$ cat src/rtl/core/rese_pkg.sv
// Shared types and constants for the row exchange sorter.
`timescale 1ns / 1ps
`default_nettype none

package rese_pkg;

    localparam int VAL_W      = 16;
    localparam int TALLY_W    = 16;
    localparam int SIZE_W     = 5;
    localparam int APB_ADDR_W = 3;
    localparam int APB_DATA_W = 32;

    localparam logic [TALLY_W-1:0] TALLY_MAX  = 16'hFFFF;
    localparam logic [SIZE_W-1:0]  SIZE_RESET = 5'd16;

    // Register index, taken from the word address
    localparam logic REG_MATRIX_SIZE = 1'b0;

    // One element on its way from the front to the back, with its position flags
    typedef struct packed {
        logic signed [VAL_W-1:0] value;
        logic                    row_last;
        logic                    matrix_last;
    } row_item_t;

endpackage

`default_nettype wire

$ cat src/rtl/core/rese_front.sv
// Front end: accept elements, tag row and matrix boundaries, push to the queue.
`timescale 1ns / 1ps
`default_nettype none

module rese_front
    import rese_pkg::*;
#(
    parameter int MAX_SIZE = 16
) (
    input  wire logic                           clk,
    input  wire logic                           rst_n,
    input  wire logic                           clear,
    input  wire logic [$clog2(MAX_SIZE+1)-1:0]  size_n,
    input  wire logic                           in_valid,
    output logic                                in_ready,
    input  wire logic signed [VAL_W-1:0]        element_value,
    output logic                                q_push,
    output row_item_t                           q_item,
    input  wire logic                           q_ready
);

    localparam int CNT_W = $clog2(MAX_SIZE + 1);
    localparam int IDX_W = (MAX_SIZE > 1) ? $clog2(MAX_SIZE) : 1;

    logic [IDX_W-1:0] col_reg, col_next;
    logic [IDX_W-1:0] row_reg, row_next;
    logic             col_last;
    logic             row_last;

    assign in_ready = q_ready;
    assign q_push   = in_valid && q_ready;

    assign col_last = (CNT_W'(col_reg) + CNT_W'(1)) == size_n;
    assign row_last = (CNT_W'(row_reg) + CNT_W'(1)) == size_n;

    always_comb
    begin
        q_item.value       = element_value;
        q_item.row_last    = col_last;
        q_item.matrix_last = col_last && row_last;
    end

    always_comb
    begin
        col_next = col_reg;
        row_next = row_reg;
        if (clear)
        begin
            col_next = '0;
            row_next = '0;
        end
        else if (q_push)
        begin
            if (col_last)
            begin
                col_next = '0;
                row_next = row_last ? '0 : IDX_W'(row_reg + IDX_W'(1));
            end
            else
            begin
                col_next = IDX_W'(col_reg + IDX_W'(1));
            end
        end
    end

    always_ff @(posedge clk or negedge rst_n)
    begin
        if (!rst_n)
        begin
            col_reg <= '0;
            row_reg <= '0;
        end
        else
        begin
            col_reg <= col_next;
            row_reg <= row_next;
        end
    end

endmodule

`default_nettype wire

$ cat src/rtl/core/rese_fifo.sv
// Two-entry queue between the front end and the sort engine.
`timescale 1ns / 1ps
`default_nettype none

module rese_fifo
    import rese_pkg::*;
(
    input  wire logic      clk,
    input  wire logic      rst_n,
    input  wire logic      push,
    input  wire row_item_t push_item,
    output logic           push_ready,
    input  wire logic      pop,
    output row_item_t      pop_item,
    output logic           pop_valid
);

    localparam int DEPTH = 2;

    row_item_t  slot_reg [DEPTH];
    logic       wr_ptr_reg, wr_ptr_next;
    logic       rd_ptr_reg, rd_ptr_next;
    logic [1:0] count_reg, count_next;

    assign push_ready = count_reg != 2'(DEPTH);
    assign pop_valid  = count_reg != 2'd0;
    assign pop_item   = slot_reg[rd_ptr_reg];

    always_comb
    begin
        wr_ptr_next = push ? ~wr_ptr_reg : wr_ptr_reg;
        rd_ptr_next = pop ? ~rd_ptr_reg : rd_ptr_reg;
        count_next  = count_reg;
        if (push && !pop)
        begin
            count_next = count_reg + 2'd1;
        end
        else if (pop && !push)
        begin
            count_next = count_reg - 2'd1;
        end
    end

    always_ff @(posedge clk)
    begin
        if (push)
        begin
            slot_reg[wr_ptr_reg] <= push_item;
        end
    end

    always_ff @(posedge clk or negedge rst_n)
    begin
        if (!rst_n)
        begin
            wr_ptr_reg <= 1'b0;
            rd_ptr_reg <= 1'b0;
            count_reg  <= 2'd0;
        end
        else
        begin
            wr_ptr_reg <= wr_ptr_next;
            rd_ptr_reg <= rd_ptr_next;
            count_reg  <= count_next;
        end
    end

endmodule

`default_nettype wire

$ cat src/rtl/core/rese_back.sv
// Sort engine: fill the row store, run the exchange sort, stream the sorted row out.
`timescale 1ns / 1ps
`default_nettype none

module rese_back
    import rese_pkg::*;
#(
    parameter int MAX_SIZE = 16
) (
    input  wire logic                           clk,
    input  wire logic                           rst_n,
    input  wire logic                           clear,
    input  wire logic [$clog2(MAX_SIZE+1)-1:0]  size_n,
    input  wire logic                           q_valid,
    input  wire row_item_t                      q_item,
    output logic                                q_pop,
    output logic                                out_valid,
    input  wire logic                           out_ready,
    output logic signed [VAL_W-1:0]             sorted_value,
    output logic [TALLY_W-1:0]                  swap_total,
    output logic                                row_end,
    output logic                                matrix_end
);

    localparam int CNT_W = $clog2(MAX_SIZE + 1);
    localparam int IDX_W = (MAX_SIZE > 1) ? $clog2(MAX_SIZE) : 1;

    localparam logic [2:0] S_FILL = 3'd0;
    localparam logic [2:0] S_LOAD = 3'd1;
    localparam logic [2:0] S_AGET = 3'd2;
    localparam logic [2:0] S_CMP  = 3'd3;
    localparam logic [2:0] S_WB   = 3'd4;
    localparam logic [2:0] S_ERD  = 3'd5;
    localparam logic [2:0] S_EMIT = 3'd6;

    // Row store: one write port, one registered read port
    logic signed [VAL_W-1:0] store_mem [MAX_SIZE];
    logic signed [VAL_W-1:0] rdata_reg;
    logic                    we;
    logic [IDX_W-1:0]        waddr;
    logic signed [VAL_W-1:0] wdata;
    logic [IDX_W-1:0]        raddr;

    logic [2:0]              state_reg, state_next;
    logic [IDX_W-1:0]        fill_reg, fill_next;
    logic [IDX_W-1:0]        j_reg, j_next;
    logic [IDX_W-1:0]        k_reg, k_next;
    logic signed [VAL_W-1:0] a_reg, a_next;
    logic                    mlast_reg, mlast_next;
    logic [TALLY_W-1:0]      tally_reg, tally_next;

    logic                    out_valid_reg, out_valid_next;
    logic signed [VAL_W-1:0] value_reg, value_next;
    logic [TALLY_W-1:0]      total_reg, total_next;
    logic                    row_end_reg, row_end_next;
    logic                    matrix_end_reg, matrix_end_next;

    logic k_last;
    logic j_last;
    logic swap;
    logic load;

    assign k_last = (CNT_W'(k_reg) + CNT_W'(1)) == size_n;
    assign j_last = (CNT_W'(j_reg) + CNT_W'(1)) == size_n;
    assign swap   = (state_reg == S_CMP) && (k_reg != j_reg) && (a_reg < rdata_reg);
    assign load   = (state_reg == S_EMIT) && (!out_valid_reg || out_ready);

    assign out_valid    = out_valid_reg;
    assign sorted_value = value_reg;
    assign swap_total   = total_reg;
    assign row_end      = row_end_reg;
    assign matrix_end   = matrix_end_reg;

    always_comb
    begin
        state_next      = state_reg;
        fill_next       = fill_reg;
        j_next          = j_reg;
        k_next          = k_reg;
        a_next          = a_reg;
        mlast_next      = mlast_reg;
        tally_next      = tally_reg;
        value_next      = value_reg;
        total_next      = total_reg;
        row_end_next    = row_end_reg;
        matrix_end_next = matrix_end_reg;
        we              = 1'b0;
        waddr           = fill_reg;
        wdata           = q_item.value;
        raddr           = '0;
        q_pop           = 1'b0;

        case (state_reg)
            S_FILL:
            begin
                if (q_valid)
                begin
                    q_pop = 1'b1;
                    we    = 1'b1;
                    if (q_item.row_last)
                    begin
                        fill_next  = '0;
                        mlast_next = q_item.matrix_last;
                        j_next     = '0;
                        state_next = S_LOAD;
                    end
                    else
                    begin
                        fill_next = IDX_W'(fill_reg + IDX_W'(1));
                    end
                end
            end
            S_LOAD:
            begin
                raddr      = j_reg;
                state_next = S_AGET;
            end
            S_AGET:
            begin
                a_next     = rdata_reg;
                k_next     = '0;
                state_next = S_CMP;
            end
            S_CMP:
            begin
                // a_reg holds entry j; swap moves it out to entry k
                if (swap)
                begin
                    we     = 1'b1;
                    waddr  = k_reg;
                    wdata  = a_reg;
                    a_next = rdata_reg;
                    if (tally_reg != TALLY_MAX)
                    begin
                        tally_next = tally_reg + TALLY_W'(1);
                    end
                end
                if (k_last)
                begin
                    raddr      = k_reg;
                    state_next = S_WB;
                end
                else
                begin
                    raddr  = IDX_W'(k_reg + IDX_W'(1));
                    k_next = IDX_W'(k_reg + IDX_W'(1));
                end
            end
            S_WB:
            begin
                we    = 1'b1;
                waddr = j_reg;
                wdata = a_reg;
                if (j_last)
                begin
                    state_next = S_ERD;
                end
                else
                begin
                    raddr      = IDX_W'(j_reg + IDX_W'(1));
                    j_next     = IDX_W'(j_reg + IDX_W'(1));
                    state_next = S_AGET;
                end
            end
            S_ERD:
            begin
                k_next     = '0;
                state_next = S_EMIT;
            end
            S_EMIT:
            begin
                raddr = k_reg;
                if (load)
                begin
                    value_next      = rdata_reg;
                    total_next      = tally_reg;
                    row_end_next    = k_last;
                    matrix_end_next = k_last && mlast_reg;
                    if (k_last)
                    begin
                        state_next = S_FILL;
                        if (mlast_reg)
                        begin
                            tally_next = '0;
                        end
                    end
                    else
                    begin
                        raddr  = IDX_W'(k_reg + IDX_W'(1));
                        k_next = IDX_W'(k_reg + IDX_W'(1));
                    end
                end
            end
            default:
            begin
                state_next = S_FILL;
            end
        endcase

        if (clear)
        begin
            fill_next  = '0;
            tally_next = '0;
        end

        if (load)
        begin
            out_valid_next = 1'b1;
        end
        else if (out_ready)
        begin
            out_valid_next = 1'b0;
        end
        else
        begin
            out_valid_next = out_valid_reg;
        end
    end

    always_ff @(posedge clk)
    begin
        if (we)
        begin
            store_mem[waddr] <= wdata;
        end
        rdata_reg <= store_mem[raddr];
    end

    always_ff @(posedge clk)
    begin
        a_reg          <= a_next;
        j_reg          <= j_next;
        k_reg          <= k_next;
        mlast_reg      <= mlast_next;
        value_reg      <= value_next;
        total_reg      <= total_next;
        row_end_reg    <= row_end_next;
        matrix_end_reg <= matrix_end_next;
    end

    always_ff @(posedge clk or negedge rst_n)
    begin
        if (!rst_n)
        begin
            state_reg     <= S_FILL;
            fill_reg      <= '0;
            tally_reg     <= '0;
            out_valid_reg <= 1'b0;
        end
        else
        begin
            state_reg     <= state_next;
            fill_reg      <= fill_next;
            tally_reg     <= tally_next;
            out_valid_reg <= out_valid_next;
        end
    end

`ifndef SYNTHESIS
    a_tally_monotonic: assert property (@(posedge clk) disable iff (!rst_n)
        1'b1 |=> (tally_reg >= $past(tally_reg)) || (tally_reg == '0))
        else $error("swap tally went down without a clear");

    a_k_in_row: assert property (@(posedge clk) disable iff (!rst_n)
        (state_reg == S_CMP || state_reg == S_EMIT) |-> (CNT_W'(k_reg) < size_n))
        else $error("inner index beyond row length");

    a_j_in_row: assert property (@(posedge clk) disable iff (!rst_n)
        (state_reg == S_WB) |-> (CNT_W'(j_reg) < size_n))
        else $error("outer index beyond row length");

    a_matrix_end_on_row_end: assert property (@(posedge clk) disable iff (!rst_n)
        (out_valid_reg && matrix_end_reg) |-> row_end_reg)
        else $error("matrix end flagged off a row end");
`endif

endmodule

`default_nettype wire

$ cat src/rtl/core/row_exchange_sort_swap_count.sv
// Top level of the row exchange sorter with swap counting.
`timescale 1ns / 1ps
`default_nettype none

// Row exchange sorter. Feed a square matrix of signed 16-bit values in
// row-major order on element_value. Each completed row is sorted ascending
// with the plain double-loop exchange sort and comes back out one item per
// element on sorted_value, together with the matrix's running swap count
// (swap_total, saturating at 65535), row_end on the row's last element and
// matrix_end on the last element of the matrix. The matrix size comes from the
// matrix_size register at byte address 0 (0 acts as 1, values above MAX_SIZE
// act as MAX_SIZE); writing it starts a new matrix. For each row the sort
// engine takes the row in, sorts it and then emits it, and it takes no
// new item while it sorts or emits. The row store has a single read port:
// each compare step reads one entry, and each outer pass also fetches and
// writes back the held entry. A two-entry queue lets the input side accept
// up to two items while the engine is busy, and the output register holds
// a result until it is taken, so the engine can take in and sort the next
// row while the row's last result waits.
module row_exchange_sort_swap_count
    import rese_pkg::*;
#(
    parameter int MAX_SIZE = 16
) (
    input  wire logic                    clk,
    input  wire logic                    rst_n,
    input  wire logic                    psel,
    input  wire logic                    penable,
    input  wire logic                    pwrite,
    input  wire logic [APB_ADDR_W-1:0]   paddr,
    input  wire logic [APB_DATA_W-1:0]   pwdata,
    output logic [APB_DATA_W-1:0]        prdata,
    output logic                         pready,
    input  wire logic                    in_valid,
    output logic                         in_ready,
    input  wire logic signed [VAL_W-1:0] element_value,
    output logic                         out_valid,
    input  wire logic                    out_ready,
    output logic signed [VAL_W-1:0]      sorted_value,
    output logic [TALLY_W-1:0]           swap_total,
    output logic                         row_end,
    output logic                         matrix_end
);

    localparam int CNT_W = $clog2(MAX_SIZE + 1);
    localparam int SZ_W  = (CNT_W > SIZE_W) ? CNT_W : SIZE_W;

    logic [SIZE_W-1:0] size_reg, size_next;
    logic [SZ_W-1:0]   size_ext;
    logic [CNT_W-1:0]  size_n;
    logic              cfg_write;
    logic              cfg_clear;

    row_item_t q_in_item;
    row_item_t q_out_item;
    logic      q_push;
    logic      q_ready;
    logic      q_valid;
    logic      q_pop;

    // Config port: zero wait states, write lands on the access phase
    assign pready    = 1'b1;
    assign cfg_write = psel && penable && pwrite && pready;
    assign cfg_clear = cfg_write && (paddr[2] == REG_MATRIX_SIZE);

    always_comb
    begin
        prdata = '0;
        if (paddr[2] == REG_MATRIX_SIZE)
        begin
            prdata = APB_DATA_W'(size_reg);
        end
    end

    always_comb
    begin
        size_next = size_reg;
        if (cfg_clear)
        begin
            size_next = pwdata[SIZE_W-1:0];
        end
    end

    always_ff @(posedge clk or negedge rst_n)
    begin
        if (!rst_n)
        begin
            size_reg <= SIZE_RESET;
        end
        else
        begin
            size_reg <= size_next;
        end
    end

    // Clamp the programmed size into 1..MAX_SIZE
    assign size_ext = SZ_W'(size_reg);

    always_comb
    begin
        if (size_ext == '0)
        begin
            size_n = CNT_W'(1);
        end
        else if (size_ext > SZ_W'(MAX_SIZE))
        begin
            size_n = CNT_W'(MAX_SIZE);
        end
        else
        begin
            size_n = CNT_W'(size_ext);
        end
    end

    // Front: take items, tag row and matrix boundaries
    rese_front #(
        .MAX_SIZE (MAX_SIZE)
    ) u_front (
        .clk           (clk),
        .rst_n         (rst_n),
        .clear         (cfg_clear),
        .size_n        (size_n),
        .in_valid      (in_valid),
        .in_ready      (in_ready),
        .element_value (element_value),
        .q_push        (q_push),
        .q_item        (q_in_item),
        .q_ready       (q_ready)
    );

    // Decouple intake from the sort engine
    rese_fifo u_fifo (
        .clk        (clk),
        .rst_n      (rst_n),
        .push       (q_push),
        .push_item  (q_in_item),
        .push_ready (q_ready),
        .pop        (q_pop),
        .pop_item   (q_out_item),
        .pop_valid  (q_valid)
    );

    // Back: buffer the row, sort, emit
    rese_back #(
        .MAX_SIZE (MAX_SIZE)
    ) u_back (
        .clk          (clk),
        .rst_n        (rst_n),
        .clear        (cfg_clear),
        .size_n       (size_n),
        .q_valid      (q_valid),
        .q_item       (q_out_item),
        .q_pop        (q_pop),
        .out_valid    (out_valid),
        .out_ready    (out_ready),
        .sorted_value (sorted_value),
        .swap_total   (swap_total),
        .row_end      (row_end),
        .matrix_end   (matrix_end)
    );

endmodule

`default_nettype wire
$ cat config.mk
export PLATFORM = sky130hd
export DESIGN_NAME = row_exchange_sort_swap_count
export DESIGN_NICKNAME = d
export VERILOG_FILES = /design/src/rtl/core/rese_pkg.sv /design/src/rtl/core/rese_front.sv /design/src/rtl/core/rese_fifo.sv /design/src/rtl/core/rese_back.sv /design/src/rtl/core/row_exchange_sort_swap_count.sv
export SDC_FILE = /design/constraint.sdc
export NUM_CORES = 1
export LEC_CHECK = 0
export ABC_AREA = 1
export BUFFER_PORTS_ARGS = -buffer_cell sky130_fd_sc_hd__clkbuf_2
export CAP_MARGIN = 30
export CORE_AREA = 2 2 216 218
export CTS_CLUSTER_DIAMETER = 120
export DETAILED_ROUTE_END_ITERATION = 10
export DIE_AREA = 0 0 218 220
export HOLD_SLACK_MARGIN = 0.06
export PLACE_DENSITY = 0.69
export SLEW_MARGIN = 20
export SYNTH_ARGS = -nofsm -noshare
export SYNTH_HDL_FRONTEND = slang
export SYNTH_HIERARCHICAL = 1
export SYNTH_SLANG_ARGS = --single-unit
$ cat constraint.sdc
create_clock -name clk -period 9 [get_ports clk]
set_input_delay 1.8 -clock clk [delete_from_list [all_inputs] [get_ports clk]]
set_output_delay 1.8 -clock clk [all_outputs]
set_load 0.05 [all_outputs]
==> Word level (Yosys, flattened, before mapping) <==
Memory sizes are Yosys's and may differ from the RTL's. A register that Yosys moved wholly into a read port is not among the register bits.
Cells that the tools add are included.
{ "totals": {"mem_count": 2, "ramBits": 292, "elab_cells": 154, "in_bits": 58, "out_inout_bits": 69, "register_bits": 100} }
{ "memory_table": {"columns": ["memory", "words", "width", "read_ports", "rd_ports_with_merged_regs", "write_ports", "line_no", "rtl"], "rows": [
  ["u_back.store_mem", 16, 16, 1, 1, 1, "rese_back.sv:37", "logic signed [VAL_W-1:0] store_mem [MAX_SIZE];"],
  ["u_fifo.slot_reg", 2, 18, 1, 0, 1, "rese_fifo.sv:20", "row_item_t slot_reg [DEPTH];"]
]} }
{ "op_classes": {"n_eq_ne": 25, "addsub": 12, "n_lt_le_gt_ge": 2, "n_reduce_logical": 37, "muxes": 55, "bitwise_logic": 3} }
{ "op_table": {"columns": ["cell", "count"], "rows": [
  ["two-way mux 16 bit", 8],
  ["one-hot mux 16 bit (2 select lines)", 3],
  ["two-way mux 4 bit", 18],
  ["one-hot mux 3 bit (7 select lines)", 1],
  ["adder 4 x 1 -> 4 bit (second input constant)", 5],
  ["adder 4 x 1 -> 5 bit (second input constant)", 4],
  ["equality test 5 bit", 4],
  ["two-way mux 3 bit", 6],
  ["nonzero test 2 bit", 9],
  ["adder 16 x 1 -> 16 bit (second input constant)", 1],
  ["less-than comparator 16 bit", 1],
  ["inequality test 16 bit (second input constant)", 1],
  ["one-hot mux 4 bit (2 select lines)", 2],
  ["one-hot mux 4 bit (4 select lines)", 1],
  ["two-way mux 5 bit", 3],
  ["inequality test 3 x 2 -> 1 bit (second input constant)", 4],
  ["one-hot mux 4 bit (3 select lines)", 1],
  ["logical AND 1 bit", 11],
  ["equality test 3 bit (second input constant)", 3],
  ["two-way mux 1 bit", 9],
  ["inequality test 2 x 1 -> 1 bit (second input constant)", 4],
  ["inequality test 2 bit (second input constant)", 4],
  ["AND reduction 2 bit", 4],
  ["equality test 3 x 2 -> 1 bit (second input constant)", 2],
  ["other kinds (19)", 25]
]} }

==> Logic depth before layout (Yosys ltp) <==
Gate-level depths: netlist (run 1).
{ "logic_depth": {"ltp_word": 8, "mapped_depth": 21, "ltp_nobuf": 19} }

==> Hierarchy <==
The synthesis (run 1) kept the hierarchy.
{ "modules_own_cells": {"columns": ["mod", "cells_each", "instances", "area_each_um2", "seq_area_each_um2"], "rows": [
  ["rese_back", 1687, 1, 16475.8, 10380.0],
  ["rese_fifo", 81, 1, 1555.2, 1181.1],
  ["rese_front", 129, 1, 814.5, 200.2],
  ["row_exchange_sort_swap_count", 75, 1, 516.7, 126.4]
]} }

==> Worst setup path after synthesis (run 1) <==
No wires, ideal clock.
{ "synth_path": {"kind": "input -> output", "from": "input paddr[2]", "to": "output prdata[0]", "path_slack_ns": 4.746, "arrival_ns": 2.454, "required_time_ns": 7.200, "path_buffers": 0, "path_stages": 1, "cell_sequence": "nor2_1"} }
{ "synth_between": {"elab_chain_cells": 1} }
{ "synth_rtl": {"columns": ["element", "line_no", "rtl"], "rows": [
  ["start, declared", "row_exchange_sort_swap_count.sv:30", "input wire logic [APB_ADDR_W-1:0] paddr,"],
  ["two-way mux 5 bit", "row_exchange_sort_swap_count.sv:69", "if (paddr[2] == REG_MATRIX_SIZE)"],
  ["end, declared", "row_exchange_sort_swap_count.sv:32", "output logic [APB_DATA_W-1:0] prdata,"]
]} }
No other way between the ends.

==> Final worst setup path (run 1) <==
{ "layout_path": {"from": "register u_back.rdata_reg[1] (read register of u_back.store_mem)", "to": "memory u_back.store_mem[3][15], enable pin"} }
{ "layout_between": {"elab_chain_cells": 6, "elab_cells_between_ends": 8, "cone_classes": "1 x order compare; 6 x mux; 1 x reduce/logical"} }
{ "layout_rtl": {"columns": ["element", "line_no", "rtl"], "rows": [
  ["start, declared", "rese_back.sv:38", "logic signed [VAL_W-1:0] rdata_reg;"],
  ["less-than comparator 16 bit (*)", "rese_back.sv:65", "assign swap = (state_reg == S_CMP) && (k_reg != j_reg) && (a_reg < rdata_reg);"],
  ["logical AND 1 bit (*)", "rese_back.sv:65", null],
  ["two-way mux 1 bit", "rese_back.sv:127", "if (swap)"],
  ["one-hot mux 1 bit (3 select lines)", "rese_back.sv:93", "case (state_reg)"],
  ["two-way mux 1 bit", "rese_back.sv:222", "if (we)"],
  ["two-way mux 1 bit (not written as such)", "rese_back.sv:224", "store_mem[waddr] <= wdata;"],
  ["end, declared", "rese_back.sv:37", null]
]} }
Every way passes the cells marked *; elsewhere a longest branch is shown, timed or not.

==> summary.md, run 1 <==
| Metric | Value |
|---|---|
| Outcome | complete, no violations |
| Commonest non-fill, non-tap cell in the layout | nand2_1 |
| Max Transition Viols Final | 0 |
| Crit-path max FO | 25 |
| Routability cong. | 0.8781 |
| Final ANT Viol Nets | 0 |
| Vias in the first global route | 13040 |
| Max reg flops | 256 |
| Fin nets | 2104 |
| GRT overflow | 0 |
| Max-Cap Viols | 0 |
| Ys flop type | edfxtp_1 |
| CTS Root Cell | clkbuf_16 |
| Final worst-path cycle share | 52.68% |
| ANT cells | 0 |
| YS warnings | 6 |
| Post-route minimum period | 4.741 ns |
| Syn Area/Cell | 9.819 um^2 |
| RSZ-0062 raised after global routing | no |
| Hpwl dp | 26880 um |
| Post-route DRC | 0 |
| Slew @ Worst Pin | 0.9682 ns |
| Worst Hold End | u_back/sorted_value[7]$_DFFE_PP_ |
| Layout Skew | 0.01928 ns |
| WL/cell | 16.91 um |
| Reg2reg path depth | 16 |
| Via count | 13470 |
| # port buffers | 69 |
| Core Rows | 79 |
| Vias per cell | 5.058 |
| Pwr Total | 8524 uW |
| H-tree depth | 2 |
| Req. time, crit path | 9.23 ns |
| First-pass GRT wire length | 70180 um |
| Clock Sinks | 408 |
| Drt total wl | 45020 um |
| Setup TNS | 0 ns |
| Initial Utilization | 42.22% |
| Register-to-register setup slack | 4.26 ns |
| Initial DRC Count | 1314 |
| Post-Synthesis Cell Area | 19360 um^2 |
| CP Launch Type | flip-flop |
| Placeable Area | 45860 um^2 |
| Clock transition at path regs | 0.06 ns |
| Most frequent cells in the layout | nand2_1, inv_1, edfxtp_1 |
| Setup bufs post-CTS | 0 |
| CTS Hold Buffers Added | 0 |
| Layout cells sized above 1 | 11.48% |
| Worst relative slew slack | 35.46% |
| Worst skew pair latency | 0.55 ns |
| RR Endpoint | u_back/store_mem[3][15]$_DFFE_PP_ |
| Setup crit end kind | flip-flop |
| Flops & latches, synth | 408 |
| Hold Path Class | reg2reg |
| Crit path DAT | 4.97 ns |
| Count of final setup violators | 0 |
| Hold Crit Depth | 0 |
| Maximum buffer depth of the clock tree | 3 |
| Hold Crit Start | u_back/rdata_reg[7]$_DFF_P_ |
| Setup CP Type | reg2reg |
| Die ar. | 47960 um^2 |
| Fin. Hold Viols | 0 |
| Total track usage | 18.89% |
| P_leak | 0.009396 uW |
| Sequential share of the synthesized area | 61.40% |
| Drt pass-1 iters | 8 |
| Die H | 220 um |
| Area growth syn-to-layout | 11.11% |
| Post-CTS sizing | 0 |
| Largest net degree at the start of global routing | 92 |
| Initial antenna violation count | 1 |
| Worst vdd ir | 0.2659 mV |
| Die width | 218 um |
| PD cells | 396.2 nW/um^2 |
| Peak Freq | 0.2109 GHz |
| Io pins | 127 |
| CTS tree | yes |
| Num CTS Buffers | 42 |
| FFs w/ async S/R, synth | 10.05% |
| Post-synth EDFFs | 351 |
| R2r startpoint | u_back/rdata_reg[1]$_DFF_P_ |
| Mapped Cells | 1972 |
| Synth unique cells | 45 |
==> Yosys cell counts (2+ instances only) <==
cell type	n	share of area, %
nor2_1	77	1.5
buf_4	65	2.5
buf_6	9	0.52
conb_1	2	0.039
o21ai_2	3	0.14
mux2_2	9	0.52
nand2_1	488	9.5
nand3_2	4	0.21
mux2_4	9	0.70
dfrtp_1	40	5.2
clkinv_1	2	0.039
nor3_1	12	0.31
nor2_4	4	0.23
clkbuf_1	10	0.19
nor3b_1	4	0.16
inv_2	14	0.27
xor2_1	13	0.59
nand2_2	6	0.19
nor2_2	4	0.13
nand3_1	314	8.1
o22ai_1	2	0.065
o21bai_1	3	0.12
inv_1	356	6.9
buf_2	30	0.78
nand2_4	3	0.17
ha_1	22	1.4
xnor2_1	9	0.41
nand4_1	32	1.0
o21ai_1	5	0.13
o21ai_0	23	0.59
nor4_1	2	0.065
dfxtp_1	16	1.7
edfxtp_1	351	54
a21oi_1	18	0.47
==> report_power, final <==
part           switching [uW]  leakage [uW]  internal, uW  total [uW]
logic                    2570       0.00483           973        3550
registers                 279       0.00387          2900        3180
clock network             706      0.000699          1090        1800
==> worst max-delay path, stage by stage (launching register included) <==
cell and delay (ns):
dfxtp_1 0.49, inv_1 0.10, ha_1 0.30, a21oi_1 0.15, o21ai_0 0.10, nand2_1 0.06
nand2_1 0.10, nand2_1 0.10, nand3b_1 0.13, nand3_2 0.47, clkinv_1 0.69, nand2_1 0.20
nand3_1 0.16, inv_1 0.12, nand2_1 0.18, nor2_2 0.69, buf_4 0.38
==> final cells by class <==
class                      count  area [um^2]
clock buffer                  61         1226
clock inverter                15        203.9
fill                        4111        24350
inverter                     372         1396
multi-input combinational   1103         5439
sequential                   408        11890
tap                          607        759.5
timing repair buffer          97        600.6
==> cells by family after synthesis <==
logic type	count (synthesis)	share of synthesized area (%)
and+or+nand+nor	953	21.74
buffers and inverters	487	11.33
DFF	408	61.40
AOI/OAI and AO/OA	60	1.855
adders and majority gates	22	1.422
xor gates and xnor gates	22	0.9952
muxes	18	1.221
other	2	0.03879
==> metal layers <==
layer	track usage (%)	wire length (um)	vias to the layer above
met4	7.687	1598	0
met1	24.08	18520	6392
met5	0	0	-
met2	32.47	21700	530
met3	2.609	3204	113
li1	-	-	6434
==> stage by stage <==
step	setup WS (ns)	hold slack, ns	instance area (um^2)	util [%]	cells
after floorplan	4.746	0.4256	19460	-	1998
after global placement	4.203	0.4602	20010	43.62	2583
after detailed placement	4.134	0.4696	20040	43.68	2585
after CTS	4.364	0.4802	21470	46.80	2661
after global routing	4.041	0.4883	21510	46.91	2663
final	4.259	0.4699	21510	46.91	2663
==> how the worst max path moves through the flow <==
stage | from | end | slack, ns | cells after the start
3_3_place_gp | out_ready | u_back/rdata_reg[5]$_DFF_P_ | 4.20 | 12
3_5_place_dp | out_ready | u_back/rdata_reg[1]$_DFF_P_ | 4.13 | 12
5_1_grt | u_back/rdata_reg[15]$_DFF_P_ | u_back/store_mem[3][1]$_DFFE_PP_ | 4.04 | 14
2_1_floorplan | paddr[2] | prdata[0] | 4.75 | 1
6_report | u_back/rdata_reg[1]$_DFF_P_ | u_back/store_mem[3][15]$_DFFE_PP_ | 4.26 | 16
4_1_cts | u_back/rdata_reg[1]$_DFF_P_ | u_back/store_mem[3][1]$_DFFE_PP_ | 4.36 | 16
Power figures use the tool's default switching activity.
==> run 2, diff against run 1 <==
--- a/config.mk
+++ b/config.mk
@@ -13,7 +13,7 @@
 export DETAILED_ROUTE_END_ITERATION = 10
 export DIE_AREA = 0 0 218 220
 export HOLD_SLACK_MARGIN = 0.06
-export PLACE_DENSITY = 0.69
+export PLACE_DENSITY = 0.72
 export SLEW_MARGIN = 20
 export SYNTH_ARGS = -nofsm -noshare
 export SYNTH_HDL_FRONTEND = slang
==> constraint.sdc (replaced) <==
create_clock -name clk -period 4.13 [get_ports clk]
set_input_delay 0.826 -clock clk [delete_from_list [all_inputs] [get_ports clk]]
set_output_delay 0.826 -clock clk [all_outputs]
set_load 0.05 [all_outputs]
==> run 2 against run 1 <==
The flow now finishes with violations (design-rule violations). Sequential share of layout area down 0.28 points. Clock skew increased by 0.0050 ns. Design area increased by 0.52%. Setup slack worse by 3.6 ns. Die area stayed put. Register-to-register slack lost 3.6 ns. Critical endpoint is now u_back/store_mem[3][9]$_DFFE_PP_.
==> summary.md, run 2 (synthesis results as in run 1) <==
| Metric | Value |
|---|---|
| Fin nets | 2134 (was 2104) |
| Routability cong. | 0.9019 (was 0.8781) |
| Area growth syn-to-layout | 11.68% (was 11.11%) |
| Total track usage | 17.68% (was 18.89%) |
| CTS Hold Buffers Added | 0 (unchanged) |
| P_leak | 0.009496 uW (was 0.009396 uW) |
| FF+latch area | 11890 um^2 (unchanged) |
| Post-route minimum period | 3.469 ns (was 4.741 ns) |
| Register-to-register setup slack | 0.66 ns (was 4.26 ns) |
| Clock transition at path regs | 0.06 ns (about the same) |
| Reg2reg path depth | 16 (unchanged) |
| ANT cells | 0 (unchanged) |
| Worst skew pair latency | 0.55 ns (about the same) |
| Hold Path Class | in2async (was reg2reg) |
| Crit path largest cell delay | 0.42 ns (was 0.69 ns) |
| Initial Utilization | 42.22% (unchanged) |
| Setup TNS | 0 ns (unchanged) |
| Hpwl dp | 27310 um (was 26880 um) |
| Crit path DAT | 3.69 ns (was 4.97 ns) |
| Max reg flops | 256 (unchanged) |
| GRT overflow | 0 (unchanged) |
| Area of the multi-input gates | 5434 um^2 (was 5439 um^2) |
| Drt pass-1 iters | 8 (unchanged) |
| GR Layer Usage met3 | 2.250% (was 2.609%) |
| Layout cells sized above 1 | 12.43% (was 11.48%) |
| Max-Cap Viols | 0 (unchanged) |
| Setup CP Type | reg2reg (unchanged) |
| Req. time, crit path | 4.35 ns (was 9.23 ns) |
| CP delay by family, top | simple AND/OR/NAND/NOR gates (unchanged) |
| Fillers | 4079 (was 4111) |
| Clock Sinks | 408 (unchanged) |
| Placeable Area | 45860 um^2 (unchanged) |
| GRT Max-Usage Layer | met2 (unchanged) |
| Final core utilization | 47.15% (was 46.91%) |
| H-tree depth | 2 (unchanged) |
| Core Rows | 79 (unchanged) |
| Slowest CP cell | edfxtp_1 (was clkinv_1) |
| CTS tree | yes (unchanged) |
| Layout Skew | 0.02425 ns (was 0.01928 ns) |
| Worst relative slew slack | 38.05% (was 35.46%) |
| Vias per cell | 5.036 (was 5.058) |
| Count of final setup violators | 0 (unchanged) |
| Most frequent cells in the layout | nand2_1, inv_1, edfxtp_1 (unchanged) |
| Vias in the first global route | 12840 (was 13040) |
| Die ar. | 47960 um^2 (unchanged) |
| Worst path most repeated cell | nand2_1 (unchanged) |
| Num CTS Buffers | 42 (unchanged) |
| GR Layer Usage met2 | 30.53% (was 32.47%) |
| Final ANT Viol Nets | 0 (unchanged) |
| Io pins | 127 (unchanged) |
| Final worst-path cycle share | 84.01% (was 52.68%) |
| Crit-path max FO | 19 (was 25) |
| Drt total wl | 42290 um (was 45020 um) |
| Commonest non-fill, non-tap cell in the layout | nand2_1 (unchanged) |
| CTS Root Cell | clkbuf_16 (unchanged) |
| R2r startpoint | u_back/a_reg[9]$_DFFE_PP_ (was u_back/rdata_reg[1]$_DFF_P_) |
| PD cells | 862.2 nW/um^2 (was 396.2 nW/um^2) |
| RR Endpoint | u_back/store_mem[3][9]$_DFFE_PP_ (was u_back/store_mem[3][15]$_DFFE_PP_) |
| Max Transition Viols Final | 0 (unchanged) |
| Largest net degree at the start of global routing | 129 (was 92) |
| Post-route DRC | 1 (was 0) |
| Post-CTS sizing | 0 (unchanged) |
| CP Launch Type | flip-flop (unchanged) |
| Setup bufs post-CTS | 0 (unchanged) |
| Maximum buffer depth of the clock tree | 3 (unchanged) |
| Initial antenna violation count | 0 (was 1) |
| Slew @ Worst Pin | 0.9292 ns (was 0.9682 ns) |
| Via count | 13550 (was 13470) |
| WL/cell | 15.72 um (was 16.91 um) |
| Met1 Use GR | 22.63% (was 24.08%) |
| Critical-path cell list | ha_1, nand2_1, inv_1, o21ai_0, a21oi_1, nor2_1, nand3b_1, nand3_2, buf_4, clkinv_1, nand2_1, nand3_1, inv_1, nand2_1, nor2_2, buf_4 (was inv_1, ha_1, a21oi_1, o21ai_0, nand2_1, nand2_1, nand2_1, nand3b_1, nand3_2, clkinv_1, nand2_1, nand3_1, inv_1, nand2_1, nor2_2, buf_4) |
| Outcome | finished with violations (was complete, no violations) |
| Die width | 218 um (unchanged) |
| RSZ-0062 raised after global routing | no (unchanged) |
| Peak Freq | 0.2882 GHz (was 0.2109 GHz) |
| First-pass GRT wire length | 66760 um (was 70180 um) |
| Fin. Hold Viols | 0 (unchanged) |
| Die H | 220 um (unchanged) |
| Worst vdd ir | 0.5672 mV (was 0.2659 mV) |
| CP Buf/Inv Count | 5 (was 4) |
| Initial DRC Count | 1521 (was 1314) |
| Setup crit end kind | flip-flop (unchanged) |
| # port buffers | 69 (unchanged) |
| Violated checks | design-rule violations |
==> run 2: cell count changes in the layout (fill, tap and decap cells not counted), moves of 2 or more <==
| cell | previous run | this run |
|---|---|---|
| buf_12 | 2 | 4 |
| buf_4 | 25 | 54 |
| clkbuf_16 | 45 | 42 |
| clkbuf_8 | 4 | 2 |
| clkinv_1 | 4 | 8 |
==> run 2: power breakdown <==
| group | internal, uW | switching, uW | total [uW] |
|---|---|---|---|
| combinational | 2310 | 5780 | 8090 |
| clock | 2160 | 1510 | 3660 |
| sequential | 6300 | 588 | 6890 |
| total | 10800 | 7870 | 18600 |
==> run 2: layout make-up <==
cell class	count	share of cell area, %
inverters	372	6.457
clock buffers	56	5.196
well taps	607	3.512
clock inverters	17	0.8910
multi-input cells	1103	25.13
flip-flops and latches	408	54.97
repair buffers	127	3.842
==> run 2: stage by stage <==
stage | setup WS (ns) | hold WS (ns) | instance area, um^2 | total power (uW) | cells
2_1_floorplan | 1.121 | 0.4256 | 19460 | 12500 | 1998
3_3_place_gp | 0.8124 | 0.4504 | 20290 | 14720 | 2616
3_5_place_dp | 0.7334 | 0.4577 | 20310 | 14980 | 2617
4_1_cts | 0.7111 | 0.2264 | 21620 | 18680 | 2690
5_1_grt | 0.4469 | 0.2526 | 21620 | 19710 | 2690
6_report | 0.6605 | 0.2300 | 21620 | 18640 | 2690
==> run 2: how the worst max path moves through the flow <==
| stage | cells after the start | end | start |
|---|---|---|---|
| floorplan | 15 | u_back/store_mem[12][0]$_DFFE_PP_ | u_back/a_reg[9]$_DFFE_PP_ |
| global placement | 20 | u_back/rdata_reg[5]$_DFF_P_ | size_ext[4]$_DFFE_PN1P_ |
| detailed placement | 20 | u_back/rdata_reg[5]$_DFF_P_ | size_ext[4]$_DFFE_PN1P_ |
| CTS | 20 | u_back/rdata_reg[5]$_DFF_P_ | size_ext[4]$_DFFE_PN1P_ |
| global route | 20 | u_back/rdata_reg[5]$_DFF_P_ | size_ext[4]$_DFFE_PN1P_ |
| finish | 16 | u_back/store_mem[3][9]$_DFFE_PP_ | u_back/a_reg[9]$_DFFE_PP_ |
==> run 2: per-layer routing <==
metal / part of all wire [%] / vias up
li1: - / 6503
met1: 42 / 6423
met2: 48 / 533
met3: 6.7 / 87
met4: 3.0 / 0
met5: 0 / -
